**config.mk**
```make
export PLATFORM = sky130hd
export DESIGN_NAME = dda_line_rasterizer_unit
export DESIGN_NICKNAME = d
export VERILOG_FILES = /design/src/rtl/dda_pkg.sv /design/src/rtl/dda_line_rasterizer_unit.sv
export SDC_FILE = /design/constraint.sdc
export NUM_CORES = 1
export LEC_CHECK = 0
export ABC_AREA = 0
export BUFFER_PORTS_ARGS = -buffer_cell sky130_fd_sc_hd__buf_2
export CORE_MARGIN = 4
export CORE_UTILIZATION = 35
export CTS_CLUSTER_DIAMETER = 200
export CTS_CLUSTER_SIZE = 8
export DETAILED_ROUTE_END_ITERATION = 6
export HOLD_SLACK_MARGIN = 0.15
export SETUP_SLACK_MARGIN = 0.15
export SLEW_MARGIN = 20
export SYNTH_ARGS = -nofsm -noshare
export SYNTH_HDL_FRONTEND = slang
export SYNTH_SLANG_ARGS = --single-unit
```
**constraint.sdc**
```tcl
create_clock -name clock -period 17.6 [get_ports clock]
set_input_delay 2.64 -clock clock [delete_from_list [all_inputs] [get_ports clock]]
set_output_delay 2.64 -clock clock [all_outputs]
set_load 0.005 [all_outputs]
```
**src/rtl/dda_pkg.sv**
```systemverilog
package dda_pkg;

   // Default geometry: integer bits of a coordinate, fraction bits of a position
   localparam int DDA_COORD_BITS = 10;
   localparam int DDA_FRAC_BITS  = 16;

   // Request kinds carried on req_tuser
   localparam logic CMD_START   = 1'b0;
   localparam logic CMD_ADVANCE = 1'b1;

   // Microprogram address
   localparam int UPC_BITS = 3;
   typedef logic [UPC_BITS-1:0] upc_type;

   localparam upc_type UPC_FETCH    = 3'd0;
   localparam upc_type UPC_DISPATCH = 3'd1;
   localparam upc_type UPC_ADVANCE  = 3'd2;
   localparam upc_type UPC_SETUP    = 3'd3;
   localparam upc_type UPC_DIVIDE   = 3'd4;
   localparam upc_type UPC_FINISH   = 3'd5;

   // Datapath operation of one step
   typedef enum logic [2:0] {
      OP_NONE    = 3'd0,
      OP_ACCEPT  = 3'd1,
      OP_SETUP   = 3'd2,
      OP_DIVIDE  = 3'd3,
      OP_FINISH  = 3'd4,
      OP_ADVANCE = 3'd5
   } uop_type;

   // Pixel emission of one step
   typedef enum logic [1:0] {
      EMIT_NONE   = 2'd0,
      EMIT_ALWAYS = 2'd1,
      EMIT_ACTIVE = 2'd2
   } emit_type;

   // Jump condition of one step; when false the step counter advances
   typedef enum logic [2:0] {
      COND_NEXT       = 3'd0,
      COND_ALWAYS     = 3'd1,
      COND_NO_REQ     = 3'd2,
      COND_IS_START   = 3'd3,
      COND_STEPS_ZERO = 3'd4,
      COND_COUNT_NZ   = 3'd5
   } cond_type;

   typedef struct packed {
      uop_type  op;
      emit_type emit;
      cond_type cond;
      upc_type  target;
   } uword_type;

   // Control store
   function automatic uword_type ucode_rom(input upc_type addr);
      uword_type w;
      case (addr)
         UPC_FETCH:    w = '{op: OP_ACCEPT,  emit: EMIT_NONE,   cond: COND_NO_REQ,
                             target: UPC_FETCH};
         UPC_DISPATCH: w = '{op: OP_NONE,    emit: EMIT_NONE,   cond: COND_IS_START,
                             target: UPC_SETUP};
         UPC_ADVANCE:  w = '{op: OP_ADVANCE, emit: EMIT_ACTIVE, cond: COND_ALWAYS,
                             target: UPC_FETCH};
         UPC_SETUP:    w = '{op: OP_SETUP,   emit: EMIT_ALWAYS, cond: COND_STEPS_ZERO,
                             target: UPC_FETCH};
         UPC_DIVIDE:   w = '{op: OP_DIVIDE,  emit: EMIT_NONE,   cond: COND_COUNT_NZ,
                             target: UPC_DIVIDE};
         UPC_FINISH:   w = '{op: OP_FINISH,  emit: EMIT_NONE,   cond: COND_ALWAYS,
                             target: UPC_FETCH};
         default:      w = '{op: OP_NONE,    emit: EMIT_NONE,   cond: COND_ALWAYS,
                             target: UPC_FETCH};
      endcase
      return w;
   endfunction

endpackage

```
**src/rtl/dda_line_rasterizer_unit.sv**
```systemverilog
// Channel | Dir | Handshake             | Payload
// req     | in  | req_tvalid/req_tready | tuser: command; tdata: x_start, y_start, x_end, y_end
// rsp     | out | rsp_tvalid/rsp_tready | tdata: pixel_x, pixel_y; tlast: last_pixel
//
// An advance request runs the microprogram states fetch, dispatch and pixel step.
// A start request runs fetch, dispatch, setup, FRAC_BITS + 1 restoring-division
// iterations (both axes in parallel), and the step sign fixup.
// A zero-length start ends after setup. Synchronous active-high reset returns the
// sequencer to fetch and drops any line in progress; no clearing pass is needed.
// A step that emits a pixel holds while the response register carries a pixel not taken.
module dda_line_rasterizer_unit
   import dda_pkg::*;
#(
   parameter int COORD_BITS = DDA_COORD_BITS,
   parameter int FRAC_BITS  = DDA_FRAC_BITS
) (
   input  logic clock,
   input  logic reset,

   input  logic                                  req_tvalid,
   output logic                                  req_tready,
   // bits from 0: command
   input  logic                                  req_tuser,
   // bits from 0: x_start, y_start, x_end, y_end, zero fill
   input  logic [((4*COORD_BITS+7)/8)*8-1:0]     req_tdata,

   output logic                                  rsp_tvalid,
   input  logic                                  rsp_tready,
   // bits from 0: pixel_x, pixel_y, zero fill
   output logic [((2*COORD_BITS+7)/8)*8-1:0]     rsp_tdata,
   output logic                                  rsp_tlast
);

   localparam int RSP_DATA_BITS = ((2*COORD_BITS+7)/8)*8;
   localparam int POS_BITS      = COORD_BITS + FRAC_BITS;
   localparam int STEP_BITS     = FRAC_BITS + 2;
   localparam int QUO_BITS      = FRAC_BITS + 1;
   localparam int REM_BITS      = COORD_BITS + 1;
   localparam int CNT_BITS      = $clog2(FRAC_BITS + 1);
   localparam logic [POS_BITS-1:0] HALF_POS = POS_BITS'(1) << (FRAC_BITS - 1);

   typedef logic [COORD_BITS-1:0] coord_type;
   typedef logic [POS_BITS-1:0]   pos_type;
   typedef logic [STEP_BITS-1:0]  step_type;
   typedef logic [QUO_BITS-1:0]   quo_type;
   typedef logic [REM_BITS-1:0]   rem_type;

   // Sequencer
   upc_type   upc_ff, upc_in;
   uword_type uw;
   logic      take_jump, emit_req, hold, exec, accept;

   // Latched request
   logic      cmd_ff, cmd_in;
   coord_type x0_ff, x0_in, y0_ff, y0_in, x1_ff, x1_in, y1_ff, y1_in;

   // Line state
   pos_type   pos_x_ff, pos_x_in, pos_y_ff, pos_y_in;
   step_type  step_x_ff, step_x_in, step_y_ff, step_y_in;
   coord_type steps_left_ff, steps_left_in;
   logic      active_ff, active_in;

   // Divider
   coord_type divisor_ff, divisor_in;
   rem_type   rem_x_ff, rem_x_in, rem_y_ff, rem_y_in;
   quo_type   quo_x_ff, quo_x_in, quo_y_ff, quo_y_in;
   logic      neg_x_ff, neg_x_in, neg_y_ff, neg_y_in;
   logic [CNT_BITS-1:0] count_ff, count_in;

   // Response register
   logic      rsp_valid_ff, rsp_valid_in;
   coord_type pix_x_ff, pix_x_in, pix_y_ff, pix_y_in;
   logic      last_ff, last_in;

   // Setup and step arithmetic
   logic [COORD_BITS:0] dx, dy;
   coord_type adx, ady, steps;
   logic      ge_x, ge_y;
   rem_type   div_rem_x, div_rem_y;
   pos_type   next_pos_x, next_pos_y, rnd_x, rnd_y;
   step_type  mag_x, mag_y;

   // Decode the current control word
   always_comb begin
      uw         = ucode_rom(upc_ff);
      req_tready = (uw.op == OP_ACCEPT);
      accept     = req_tvalid && req_tready;
      case (uw.emit)
         EMIT_ALWAYS: emit_req = 1'b1;
         EMIT_ACTIVE: emit_req = active_ff;
         default:     emit_req = 1'b0;
      endcase
      hold = emit_req && rsp_valid_ff && !rsp_tready;
      exec = !hold;
   end

   // Endpoint deltas and step count
   always_comb begin
      dx    = {1'b0, x1_ff} - {1'b0, x0_ff};
      dy    = {1'b0, y1_ff} - {1'b0, y0_ff};
      adx   = dx[COORD_BITS] ? coord_type'(-dx) : dx[COORD_BITS-1:0];
      ady   = dy[COORD_BITS] ? coord_type'(-dy) : dy[COORD_BITS-1:0];
      steps = (ady > adx) ? ady : adx;
   end

   // Jump select
   always_comb begin
      case (uw.cond)
         COND_ALWAYS:     take_jump = 1'b1;
         COND_NO_REQ:     take_jump = !req_tvalid;
         COND_IS_START:   take_jump = (cmd_ff == CMD_START);
         COND_STEPS_ZERO: take_jump = (steps == '0);
         COND_COUNT_NZ:   take_jump = (count_ff != '0);
         default:         take_jump = 1'b0;
      endcase
      if (hold) begin
         upc_in = upc_ff;
      end else if (take_jump) begin
         upc_in = uw.target;
      end else begin
         upc_in = upc_ff + upc_type'(1);
      end
   end

   // One restoring-division bit per axis, and the pixel step
   always_comb begin
      ge_x       = (rem_x_ff >= {1'b0, divisor_ff});
      ge_y       = (rem_y_ff >= {1'b0, divisor_ff});
      div_rem_x  = (ge_x ? rem_x_ff - {1'b0, divisor_ff} : rem_x_ff) << 1;
      div_rem_y  = (ge_y ? rem_y_ff - {1'b0, divisor_ff} : rem_y_ff) << 1;
      mag_x      = {1'b0, quo_x_ff};
      mag_y      = {1'b0, quo_y_ff};
      next_pos_x = pos_x_ff + {{(POS_BITS-STEP_BITS){step_x_ff[STEP_BITS-1]}}, step_x_ff};
      next_pos_y = pos_y_ff + {{(POS_BITS-STEP_BITS){step_y_ff[STEP_BITS-1]}}, step_y_ff};
      rnd_x      = next_pos_x + HALF_POS;
      rnd_y      = next_pos_y + HALF_POS;
   end

   // Datapath next state
   always_comb begin
      cmd_in        = cmd_ff;
      x0_in         = x0_ff;
      y0_in         = y0_ff;
      x1_in         = x1_ff;
      y1_in         = y1_ff;
      pos_x_in      = pos_x_ff;
      pos_y_in      = pos_y_ff;
      step_x_in     = step_x_ff;
      step_y_in     = step_y_ff;
      steps_left_in = steps_left_ff;
      active_in     = active_ff;
      divisor_in    = divisor_ff;
      rem_x_in      = rem_x_ff;
      rem_y_in      = rem_y_ff;
      quo_x_in      = quo_x_ff;
      quo_y_in      = quo_y_ff;
      neg_x_in      = neg_x_ff;
      neg_y_in      = neg_y_ff;
      count_in      = count_ff;
      pix_x_in      = pix_x_ff;
      pix_y_in      = pix_y_ff;
      last_in       = last_ff;
      rsp_valid_in  = rsp_valid_ff && !rsp_tready;

      if (exec) begin
         case (uw.op)
            OP_ACCEPT: begin
               if (accept) begin
                  cmd_in = req_tuser;
                  x0_in  = req_tdata[COORD_BITS-1:0];
                  y0_in  = req_tdata[2*COORD_BITS-1:COORD_BITS];
                  x1_in  = req_tdata[3*COORD_BITS-1:2*COORD_BITS];
                  y1_in  = req_tdata[4*COORD_BITS-1:3*COORD_BITS];
               end
            end
            OP_SETUP: begin
               pos_x_in      = {x0_ff, {FRAC_BITS{1'b0}}};
               pos_y_in      = {y0_ff, {FRAC_BITS{1'b0}}};
               step_x_in     = '0;
               step_y_in     = '0;
               steps_left_in = steps;
               active_in     = (steps != '0);
               divisor_in    = steps;
               rem_x_in      = {1'b0, adx};
               rem_y_in      = {1'b0, ady};
               quo_x_in      = '0;
               quo_y_in      = '0;
               neg_x_in      = dx[COORD_BITS];
               neg_y_in      = dy[COORD_BITS];
               count_in      = CNT_BITS'(FRAC_BITS);
               pix_x_in      = x0_ff;
               pix_y_in      = y0_ff;
               last_in       = (steps == '0);
               rsp_valid_in  = 1'b1;
            end
            OP_DIVIDE: begin
               rem_x_in = div_rem_x;
               rem_y_in = div_rem_y;
               quo_x_in = {quo_x_ff[QUO_BITS-2:0], ge_x};
               quo_y_in = {quo_y_ff[QUO_BITS-2:0], ge_y};
               count_in = count_ff - CNT_BITS'(1);
            end
            OP_FINISH: begin
               step_x_in = neg_x_ff ? -mag_x : mag_x;
               step_y_in = neg_y_ff ? -mag_y : mag_y;
            end
            OP_ADVANCE: begin
               if (active_ff) begin
                  pos_x_in      = next_pos_x;
                  pos_y_in      = next_pos_y;
                  steps_left_in = steps_left_ff - coord_type'(1);
                  active_in     = (steps_left_ff != coord_type'(1));
                  pix_x_in      = rnd_x[POS_BITS-1:FRAC_BITS];
                  pix_y_in      = rnd_y[POS_BITS-1:FRAC_BITS];
                  last_in       = (steps_left_ff == coord_type'(1));
                  rsp_valid_in  = 1'b1;
               end
            end
            default: begin
            end
         endcase
      end
   end

   // Control registers
   always_ff @(posedge clock) begin
      if (reset) begin
         upc_ff       <= UPC_FETCH;
         active_ff    <= 1'b0;
         rsp_valid_ff <= 1'b0;
      end else begin
         upc_ff       <= upc_in;
         active_ff    <= active_in;
         rsp_valid_ff <= rsp_valid_in;
      end
   end

   // Payload registers
   always_ff @(posedge clock) begin
      cmd_ff        <= cmd_in;
      x0_ff         <= x0_in;
      y0_ff         <= y0_in;
      x1_ff         <= x1_in;
      y1_ff         <= y1_in;
      pos_x_ff      <= pos_x_in;
      pos_y_ff      <= pos_y_in;
      step_x_ff     <= step_x_in;
      step_y_ff     <= step_y_in;
      steps_left_ff <= steps_left_in;
      divisor_ff    <= divisor_in;
      rem_x_ff      <= rem_x_in;
      rem_y_ff      <= rem_y_in;
      quo_x_ff      <= quo_x_in;
      quo_y_ff      <= quo_y_in;
      neg_x_ff      <= neg_x_in;
      neg_y_ff      <= neg_y_in;
      count_ff      <= count_in;
      pix_x_ff      <= pix_x_in;
      pix_y_ff      <= pix_y_in;
      last_ff       <= last_in;
   end

   assign rsp_tvalid = rsp_valid_ff;
   assign rsp_tdata  = RSP_DATA_BITS'({pix_y_ff, pix_x_ff});
   assign rsp_tlast  = last_ff;

   // An accepted request always moves the sequencer on to dispatch
   a_accept_dispatch: assert property (@(posedge clock) disable iff (reset)
      (req_tvalid && req_tready) |=> (upc_ff == UPC_DISPATCH))
      else $error("accepted request did not reach dispatch");

   // A live line always has advances left
   a_active_steps: assert property (@(posedge clock) disable iff (reset)
      active_ff |-> (steps_left_ff != '0))
      else $error("line active with no steps left");

   // Partial remainders stay below twice the divisor
   a_rem_bound: assert property (@(posedge clock) disable iff (reset)
      (upc_ff == UPC_DIVIDE) |->
         ((rem_x_ff < {divisor_ff, 1'b0}) && (rem_y_ff < {divisor_ff, 1'b0})))
      else $error("division remainder out of range");

endmodule

```
==> results of run 1 <==
metal layers:
metal	track usage [%]	wire length, um
met1	21.5	18000
met2	27.7	19000
met3	2.02	1620
met4	5.17	1030
met5	0	0
worst max path at each step:
stage,end,slack [ps]
3_3_place_gp,upc_ff[2],11710
5_1_grt,upc_ff[2],11210
6_report,upc_ff[2],11630
4_1_cts,upc_ff[0],11410
3_5_place_dp,upc_ff[2],11490
2_1_floorplan,pix_x_ff[0],7260
cell usage in the layout, fill, tap and decap left out, drive strengths merged, types with 7 or more instances in the layout:
master	instances
nand4	13
a31oi	32
buf	79
ha	116
nor3b	9
or3	14
nor4	9
nor2	150
a211oi	15
o31ai	23
edfxtp	233
clkbuf	48
xor2	47
inv	113
o21a	12
mux2i	12
mux2	8
a211o	12
a21oi	76
nand3	41
nor3	44
and3	7
a21boi	13
a21o	34
nand2	128
nand2b	20
nand3b	8
nor2b	21
a221oi	9
xnor2	56
and2	40
o211ai	19
o21ai	104
flip-flops by register name, indices dropped and copies added, names as in the netlist, 11 cells and up:
signal,flops
pos_x_ff,26
pos_y_ff,26
quo_x_ff,17
quo_y_ff,17
rem_x_ff,11
rem_y_ff,11
step_x_ff,18
step_y_ff,18
worst reg2reg max path: stages (launching register included):
cell and delay [ps]:
edfxtp_1 350, inv_1 70, ha_1 150, inv_1 50
fa_1 430, a211oi_1 390, or4b_1 190, o2111a_1 270
nor4b_1 410, a41oi_1 200, xnor2_1 500, inv_1 110
ha_1 220, a211o_1 230, a21oi_1 160, nand2_1 130
o31ai_4 630, mux2_2 450, a211oi_2 260, a31oi_2 180
o21a_1 270, o311ai_2 210
cells in the mapped netlist (all sizes together), types with 14 or more instances:
master and count:
nand3 41, nand2b 20, edfxtp 233, nor2 150, xnor2 56, o31ai 23
nor2b 21, or3 14, o211ai 19, nor3 44, clkbuf 39, xor2 47
o21ai 104, a31oi 32, a21o 34, a21oi 76, ha 116, and2 40
nand2 128, inv 112, a211oi 15
area by class of cell:
type                       instances  area (um2)
fill                            4284       26600
multi-input combinational       1193        8160
sequential                       238        7100
clock buffer                      48         946
tap                              592         741
timing repair buffer              79         425
inverter                         112         420
clock inverter                     3        28.8
cell families (layout without fill, tap and decap cells):
| kind of cell | count (synthesis) | count (layout) |
|---|---|---|
| flops | 238 | 238 |
| simple gates | 532 | 532 |
| xor+xnor | 103 | 103 |
| buf+inv | 158 | 242 |
| mux | 20 | 20 |
| other cells | 1 | 4 |
| compound gates | 412 | 412 |
| fa+ha+maj | 122 | 122 |
power by group through the flow:
stage          clock network (mW)  registers (mW)  logic, mW
6_report                    0.617           0.989       2.29
5_1_grt                     0.657            1.00       2.55
4_1_cts                     0.637           0.990       2.25
3_5_place_dp                    0           0.998       2.24
3_3_place_gp                    0           0.996       2.19
2_1_floorplan                   0           0.985       1.69
==> flow_summary_export.csv, run 1 <==
group,metric,value,unit
floorplanning,ios,72,
pwr,power_density,219,nW/um2
grt,grt-ovfl-total,0,
critical_path,cpPeakStageDelay,630,ps
route,drt_iter0_markers,688,
pwr,p_int,2.14,mW
timing,finalCritPeriodShare,33.9,%
synth,muxShareOfSynthArea,1.33,%
placement,post-place-cells,2214,
timing,skew,16.9,ps
route,drc_errors,0,
synth,synthCells,1586,
pwr,totalPowerFinal,3.90,mW
critical_path,worstSetupPathType,"flop to flop",
synth,ys_ff_latch,238,
synth,synth_top_cell_by_area,"edfxtp_1",
finish,final_util,40.1,%
clock_network,cts-htree-levels,2,
synth,synth_xor_area_share,5.71,%
timing,slew_headroom,30.4,%
timing,fin_ws,11630,ps
placement,dp_hpwl,29000,um
placement,place_ws,11490,ps
synth,synth-compound-area-share,17.7,%
critical_path,timing.rr.start,"x1_ff[0]",
grt,antenna_found_initial,0,
synth,syn_avg_cell_area,9.96,um2
floorplanning,dieHeight,220,um
critical_path,rrSetupSlack,11630,ps
timing,hold_viol,0,
timing,fin_hold_ws,567,ps
grt,grt.total_usage,16.2,%
synth,synthAdderAreaFrac,9.95,%
critical_path,crit_top_cell,"inv_1",
clock_network,clk_pin_slew,50,ps
timing,setup_violations,0,
placement,gp_congestion,0.950,
pwr,share_comb_of_total_power,58.8,%
timing,rsz0062_at_grt,"no",
critical_path,critPathLaunchType,"flop",
clock_network,cts_num_sinks,238,
floorplanning,core,44400,um2
synth,synthTopCellsByArea,"edfxtp_1, ha_1, nor2_1",
worst_hold_path,hold_path_class,"flop to flop",
synth,synth_top_family_by_area,"compound AO/OA/AOI/OAI gates",
route,antenna_left,0,
route,vias,12200,
route,wl_per_cell,17.5,um
critical_path,crit_buf_inv,3,
pwr,switching_share,45.2,%
floorplanning,rows,77,
worst_hold_path,worstHoldEndpoint,"rsp_tvalid",
clock_network,cts_setup_buffers,0,
run,max-cap-violations,0,
floorplanning,fp.dieArea,48600,um2
critical_path,cp-end-kind,"flop",
clock_network,post_cts_resized,0,
clock_network,clkLatencyLatePin,520,ps
synth,ys_seq_area_share,44.9,%
status,status,"complete, no violations",
pwr,netSwitchingPower,1.76,mW
clock_network,cts_root_buffer,"clkbuf_16",
placement,post_dp_cell_area,16800,um2
timing,layout_min_cycle_time,5980,ps
critical_path,cp.arrival,6390,ps
grt,grt_start_max_net_pins,73,
critical_path,worstPathRequired,18020,ps
synth,synth.distinct_cells,86,
finish,fin_nets,1826,
pwr,clkPwrFrac,15.8,%
critical_path,path_cells,"inv_1 -> ha_1 -> inv_1 -> fa_1 -> a211oi_1 -> or4b_1 -> o2111a_1 -> nor4b_1 -> a41oi_1 -> xnor2_1 -> inv_1 -> ha_1 -> a211o_1 -> a21oi_1 -> nand2_1 -> o31ai_4 -> mux2_2 -> a211oi_2 -> a31oi_2 -> o21a_1 -> o311ai_2",
critical_path,crit_path_start,"x1_ff[0]",
critical_path,crit_fanout,16,
clock_network,cts_hold_buffers,0,
timing,slew_viol_final,0,
critical_path,reg2reg_to,"upc_ff[2]",
critical_path,cp_num_cells,21,
clock_network,cts_buffers,35,
synth,synth_edf_count,233,
finish,fin_area,17800,um2
route,dr.pass1.iters,5,
synth,synthArstFlopShare,0,%
synth,yosysWarningCount,0,
clock_network,cts_tree,"yes",
grt,grt_pass1_vias,11900,
pwr,seqPwrFrac,25.4,%
timing,setup_tns,0,ps
finish,drive_above_1_share,9.15,%
synth,synth_area,15800,um2
worst_hold_path,whs_path_depth,2,
critical_path,cpLargestDelayFamily,"compound AO/OA/AOI/OAI gates",
timing,tightest_slew,1040,ps
finish,diodes,0,
synth,synth_top_area_share,44.3,%
floorplanning,start_util,35.6,%
pwr,power.leakage,6.90,nW
worst_hold_path,min-delay-start,"active_ff",
placement,port_buffers,67,
clock_network,cts_buffer_depth,3,
critical_path,cpMaxStageDelayCell,"o31ai_4",
floorplanning,dieWidth,220,um
synth,synth_ff_type,"edfxtp_1",
pwr,peakVddDrop,0.000198,V
route,vias_per_cell,5.40,
finish,syn_to_final_growth,12.8,%
timing,max_freq,167,MHz
finish,fin_cells,2265,
synth,yosys.area_share.simple,16.5,%
critical_path,worstRegToRegCells,21,
grt,grt_pass1_wl,63400,um
route,routed_wl,39700,um
Note: power is estimated with default switching activity, not from simulation.
==> inputs of run 2 (changes only) <==
==> constraint.sdc (replaced) <==
create_clock -name clock -period 5.9 [get_ports clock]
set_input_delay 0.885 -clock clock [delete_from_list [all_inputs] [get_ports clock]]
set_output_delay 0.885 -clock clock [all_outputs]
set_load 0.005 [all_outputs]
==> run 2 against run 1 <==
Net effect:
- routed wire length rose by 0.13%
- non-clock buffer count rose by 4
- largest cell class unchanged
- global-route usage rose by 0.065 points
- count of clock-buffer cells in the layout did not move
==> flow_summary_export.csv, run 2 (synthesis gave the netlist of run 1 again) <==
group,metric,value,unit
finish,fin_area,17900,um2
finish,fin_nets,1830,
route,drt_iter0_markers,721,
route,dr.pass1.iters,5,
grt,grt_start_max_net_pins,53,
finish,final_util,40.2,%
critical_path,path_cells,"inv_1 -> ha_1 -> inv_1 -> fa_1 -> a211oi_2 -> nor2_1 -> xor2_1 -> a2111oi_1 -> a311oi_1 -> nor2_1 -> inv_1 -> ha_1 -> o21a_1 -> o32ai_1 -> a31oi_1 -> o31ai_2 -> buf_4 -> or4b_1 -> a211oi_2 -> a31oi_2 -> o21a_1 -> o311ai_2",
placement,post-place-cells,2218,
status,status,"complete, no violations",
placement,port_buffers,67,
critical_path,critPathLaunchType,"flop",
floorplanning,dieHeight,220,um
run,max-cap-violations,0,
critical_path,worstSetupPathType,"flop to flop",
finish,fin_cells,2269,
clock_network,cts-htree-levels,2,
placement,dp_hpwl,29600,um
floorplanning,start_util,35.6,%
route,drc_errors,0,
timing,fin_hold_ws,553,ps
critical_path,crit_fanout,14,
timing,hold_viol,0,
timing,setup_tns,0,ps
grt,grt_pass1_wl,63800,um
clock_network,post_cts_resized,0,
clock_network,cts_num_sinks,238,
timing,skew,21.8,ps
pwr,power_density,656,nW/um2
floorplanning,rows,77,
clock_network,clk_pin_slew,50,ps
clock_network,clkLatencyLatePin,520,ps
critical_path,crit_top_cell,"inv_1",
critical_path,worstPathRequired,6310,ps
route,routed_wl,39700,um
finish,syn_to_final_growth,13.1,%
critical_path,rrSetupSlack,470,ps
timing,slew_headroom,35.9,%
timing,tightest_slew,953,ps
timing,max_freq,184,MHz
pwr,peakVddDrop,0.000603,V
placement,post_dp_cell_area,16900,um2
timing,layout_min_cycle_time,5430,ps
critical_path,cpLargestDelayFamily,"compound AO/OA/AOI/OAI gates",
critical_path,crit_buf_inv,4,
route,antenna_left,0,
clock_network,cts_tree,"yes",
timing,slew_viol_final,0,
critical_path,cp-end-kind,"flop",
floorplanning,dieWidth,220,um
worst_hold_path,hold_path_class,"primary input to flop",
pwr,power.leakage,6.93,nW
floorplanning,fp.dieArea,48600,um2
timing,fin_ws,470,ps
clock_network,cts_buffers,35,
route,vias,12300,
clock_network,cts_buffer_depth,3,
route,vias_per_cell,5.41,
grt,grt_pass1_vias,12100,
clock_network,cts_setup_buffers,0,
critical_path,cpMaxStageDelayCell,"a2111oi_1",
grt,grt-ovfl-total,0,
finish,final_common_cell,"edfxtp_1",
finish,diodes,0,
critical_path,cp.arrival,5840,ps
grt,grt.total_usage,16.3,%
placement,gp_congestion,0.897,
pwr,totalPowerFinal,11.7,mW
placement,place_ws,318,ps
grt,antenna_found_initial,0,
critical_path,cpPeakStageDelay,640,ps
timing,finalCritPeriodShare,92.0,%
finish,drive_above_1_share,9.60,%
clock_network,cts_root_buffer,"clkbuf_16",
timing,setup_violations,0,
route,wl_per_cell,17.5,um
finish,reg.largest.list,"pos_x_ff: 26 flops, pos_y_ff: 26 flops",
clock_network,cts_hold_buffers,0,
floorplanning,ios,72,
finish,most-common-layout-cells,"edfxtp_1, nor2_1, nand2_1, ha_1, inv_1",
floorplanning,core,44400,um2
timing,rsz0062_at_grt,"no",
run 2: area by class of cell:
cell class                 instances  area, um2
clock buffer                      48        946
tap                              592        741
timing repair buffer              83        455
inverter                         112        420
fill                            4294      26500
sequential                       238       7100
clock inverter                     3       28.8
multi-input combinational       1193       8180
run 2: metal layers:
layer  share of wire [%]  up-vias  global-route usage (%)
met5                   0        -                       0
met4                 4.0        0                    6.43
met3                 5.3       97                    2.29
met2                  46      308                    26.4
met1                  45     5853                    22.1
li1                    -     6022                       -
run 2: path summary, 6_finish.rpt:
check,depth (start not counted),startpoint,endpoint
min reg2reg,2,active_ff,rsp_tvalid
max reg2reg,22,x1_ff[0],upc_ff[2]
min,1,req_tdata[6],x0_ff[6]
max,22,x1_ff[0],upc_ff[2]
run 2: power breakdown:
group / internal (mW) / switching, mW / total (mW)
sequential: 2.72 / 0.228 / 2.94
clock: 1.11 / 0.730 / 1.83
combinational: 2.63 / 4.31 / 6.94
==> inputs of run 3 (changes only) <==
--- a/config.mk
+++ b/config.mk
@@ -8,11 +8,13 @@
 export ABC_AREA = 0
 export BUFFER_PORTS_ARGS = -buffer_cell sky130_fd_sc_hd__buf_2
 export CORE_MARGIN = 4
-export CORE_UTILIZATION = 35
+export CORE_UTILIZATION = 65
+export CTS_BUF_LIST = sky130_fd_sc_hd__clkbuf_2
 export CTS_CLUSTER_DIAMETER = 200
 export CTS_CLUSTER_SIZE = 8
 export DETAILED_ROUTE_END_ITERATION = 6
 export HOLD_SLACK_MARGIN = 0.15
+export PLACE_DENSITY = 0.84
 export SETUP_SLACK_MARGIN = 0.15
 export SLEW_MARGIN = 20
 export SYNTH_ARGS = -nofsm -noshare
==> run 3 against run 2 <==
Net effect:
- core utilization up 31 points
- hold slack worse by 320 ps
- via count up 1.9%
==> flow_summary_export.csv, run 3 (synthesis gave the netlist of run 1 again) <==
group,metric,value,unit
critical_path,reg2reg_to,"upc_ff[2]",
finish,syn_to_final_growth,6.99,%
timing,setup_tns,0,ps
worst_hold_path,whs_path_depth,1,
critical_path,rrSetupSlack,560,ps
route,top_layer,"met4",
critical_path,worstRegToRegCells,21,
timing,max_freq,187,MHz
timing,slew_viol_final,0,
route,drc_errors,0,
route,met1Wirelength,15900,um
route,wl_met2,17500,um
floorplanning,fp.dieArea,26900,um2
critical_path,critPathLaunchType,"flop",
grt,grt_start_max_net_pins,77,
route,antenna_left,0,
finish,fin_nets,1830,
clock_network,clkLatencyLatePin,840,ps
route,vias_per_cell,6.27,
floorplanning,dieWidth,164,um
timing,skew,88.1,ps
route,dr_wl_met3,2160,um
finish,drive_above_1_share,10.4,%
grt,antenna_found_initial,1,
critical_path,cp-end-kind,"flop",
route,wl_per_cell,18.3,um
status,status,"complete, no violations",
clock_network,cts_num_sinks,238,
clock_network,cts_root_buffer,"clkbuf_2",
timing,finalCritPeriodShare,90.5,%
floorplanning,rows,56,
floorplanning,ios,72,
clock_network,clk_pin_slew,180,ps
clock_network,cts-htree-levels,2,
placement,port_buffers,67,
floorplanning,core,23700,um2
critical_path,worstPathRequired,6620,ps
timing,layout_min_cycle_time,5340,ps
clock_network,cts_tree,"yes",
finish,num-fill-cells,1797,
finish,regArea,7100,um2
floorplanning,dieHeight,164,um
finish,most-common-layout-cells,"edfxtp_1, nor2_1, nand2_1, ha_1, inv_1",
critical_path,worstSetupPathType,"flop to flop",
timing,tightest_slew,1010,ps
finish,multi_input_area,8200,um2
timing,setup_violations,0,
placement,dp_hpwl,27000,um
critical_path,cp.arrival,6060,ps
clock_network,cts_setup_buffers,0,
grt,grt_pass1_wl,59800,um
finish,final_common_cell,"edfxtp_1",
floorplanning,start_util,66.7,%
worst_hold_path,worstHoldEndpoint,"cmd_ff",
timing,hold_viol,0,
run,max-cap-violations,0,
grt,grt_pass1_vias,12000,
clock_network,cts_buffer_depth,3,
grt,grt.total_usage,27.5,%
route,routed_wl,36600,um
timing,slew_headroom,31.9,%
route,dr.pass1.iters,5,
critical_path,crit_fanout,10,
route,drt_iter0_markers,1321,
worst_hold_path,hold_path_class,"primary input to flop",
critical_path,timing.rr.start,"x1_ff[0]",
worst_hold_path,min-delay-start,"req_tuser",
placement,gp_congestion,0.954,
grt,grt-ovfl-total,0,
route,vias,12500,
clock_network,cts_buffers,35,
timing,rsz0062_at_grt,"no",
finish,reg.largest.list,"pos_x_ff: 26 flops, pos_y_ff: 26 flops",
-- run 3: changes by cell type in the layout (fill, tap and decap cells not counted), moves of 2 or more --
cell,change
buf_16,+2
clkbuf_2,+48
clkbuf_16,-36
clkbuf_1,-12
o31ai_2,-2
buf_4,-3
-- run 3: timing repair --
item,in CTS,in global routing
pin swaps,0,1
hold buffers,0,0
setup endpoints to repair,1,5
gates resized for setup,2,6
-- run 3: worst max-delay path by stage --
stage,from,end,slack [ps]
floorplan,x1_ff[0],upc_ff[2],630
global placement,x1_ff[0],upc_ff[2],340
detailed placement,x1_ff[0],upc_ff[2],180
CTS,x1_ff[0],upc_ff[2],230
global route,x1_ff[0],upc_ff[2],190
finish,x1_ff[0],upc_ff[2],560
-- run 3: metrics by stage --
| stage | util [%] | worst slack (ps) | instance area, um2 | instances | hold slack [ps] |
|---|---|---|---|---|---|
| 6_report | 71.4 | 563 | 16900 | 1997 | 236 |
| 5_1_grt | 71.4 | 188 | 16900 | 1997 | 185 |
| 4_1_cts | 71.0 | 234 | 16800 | 1994 | 192 |
| 3_5_place_dp | 69.7 | 182 | 16500 | 1943 | 534 |
| 3_3_place_gp | 69.7 | 335 | 16500 | 1943 | 511 |
| 2_1_floorplan | - | 630 | 15800 | 1589 | 471 |
-- run 3: final cells by class --
cell class	count	area share [%]
multi-input combinational	1193	48.5
clock inverter	3	0.222
antenna	1	0.0148
sequential	238	42.0
timing repair buffer	83	3.01
inverter	112	2.49
clock buffer	48	1.42
tap	319	2.36
-- run 3: critical path, stage by stage, from the launching register on --
cell	delay, ps
edfxtp_1	380
inv_1	60
ha_1	140
inv_1	50
fa_1	410
a211oi_2	310
or4b_1	170
o2111a_1	270
nor4b_2	280
a41oi_1	220
xnor2_2	370
inv_1	90
ha_1	320
o21a_1	130
o32ai_1	90
a31oi_1	310
o31ai_4	200
or4b_1	550
a211oi_2	270
a31oi_2	170
o21a_1	250
o311ai_2	220
-- run 3: routing by layer --
metal	vias up	global-route usage, %
li1	6024	-
met1	5967	38.2
met2	434	45.7
met3	89	3.01
met4	0	9.00
met5	-	0
Power of run 3 is not shown: default switching activity piles up to over one toggle a cycle in this logic, so the estimate is an artifact.
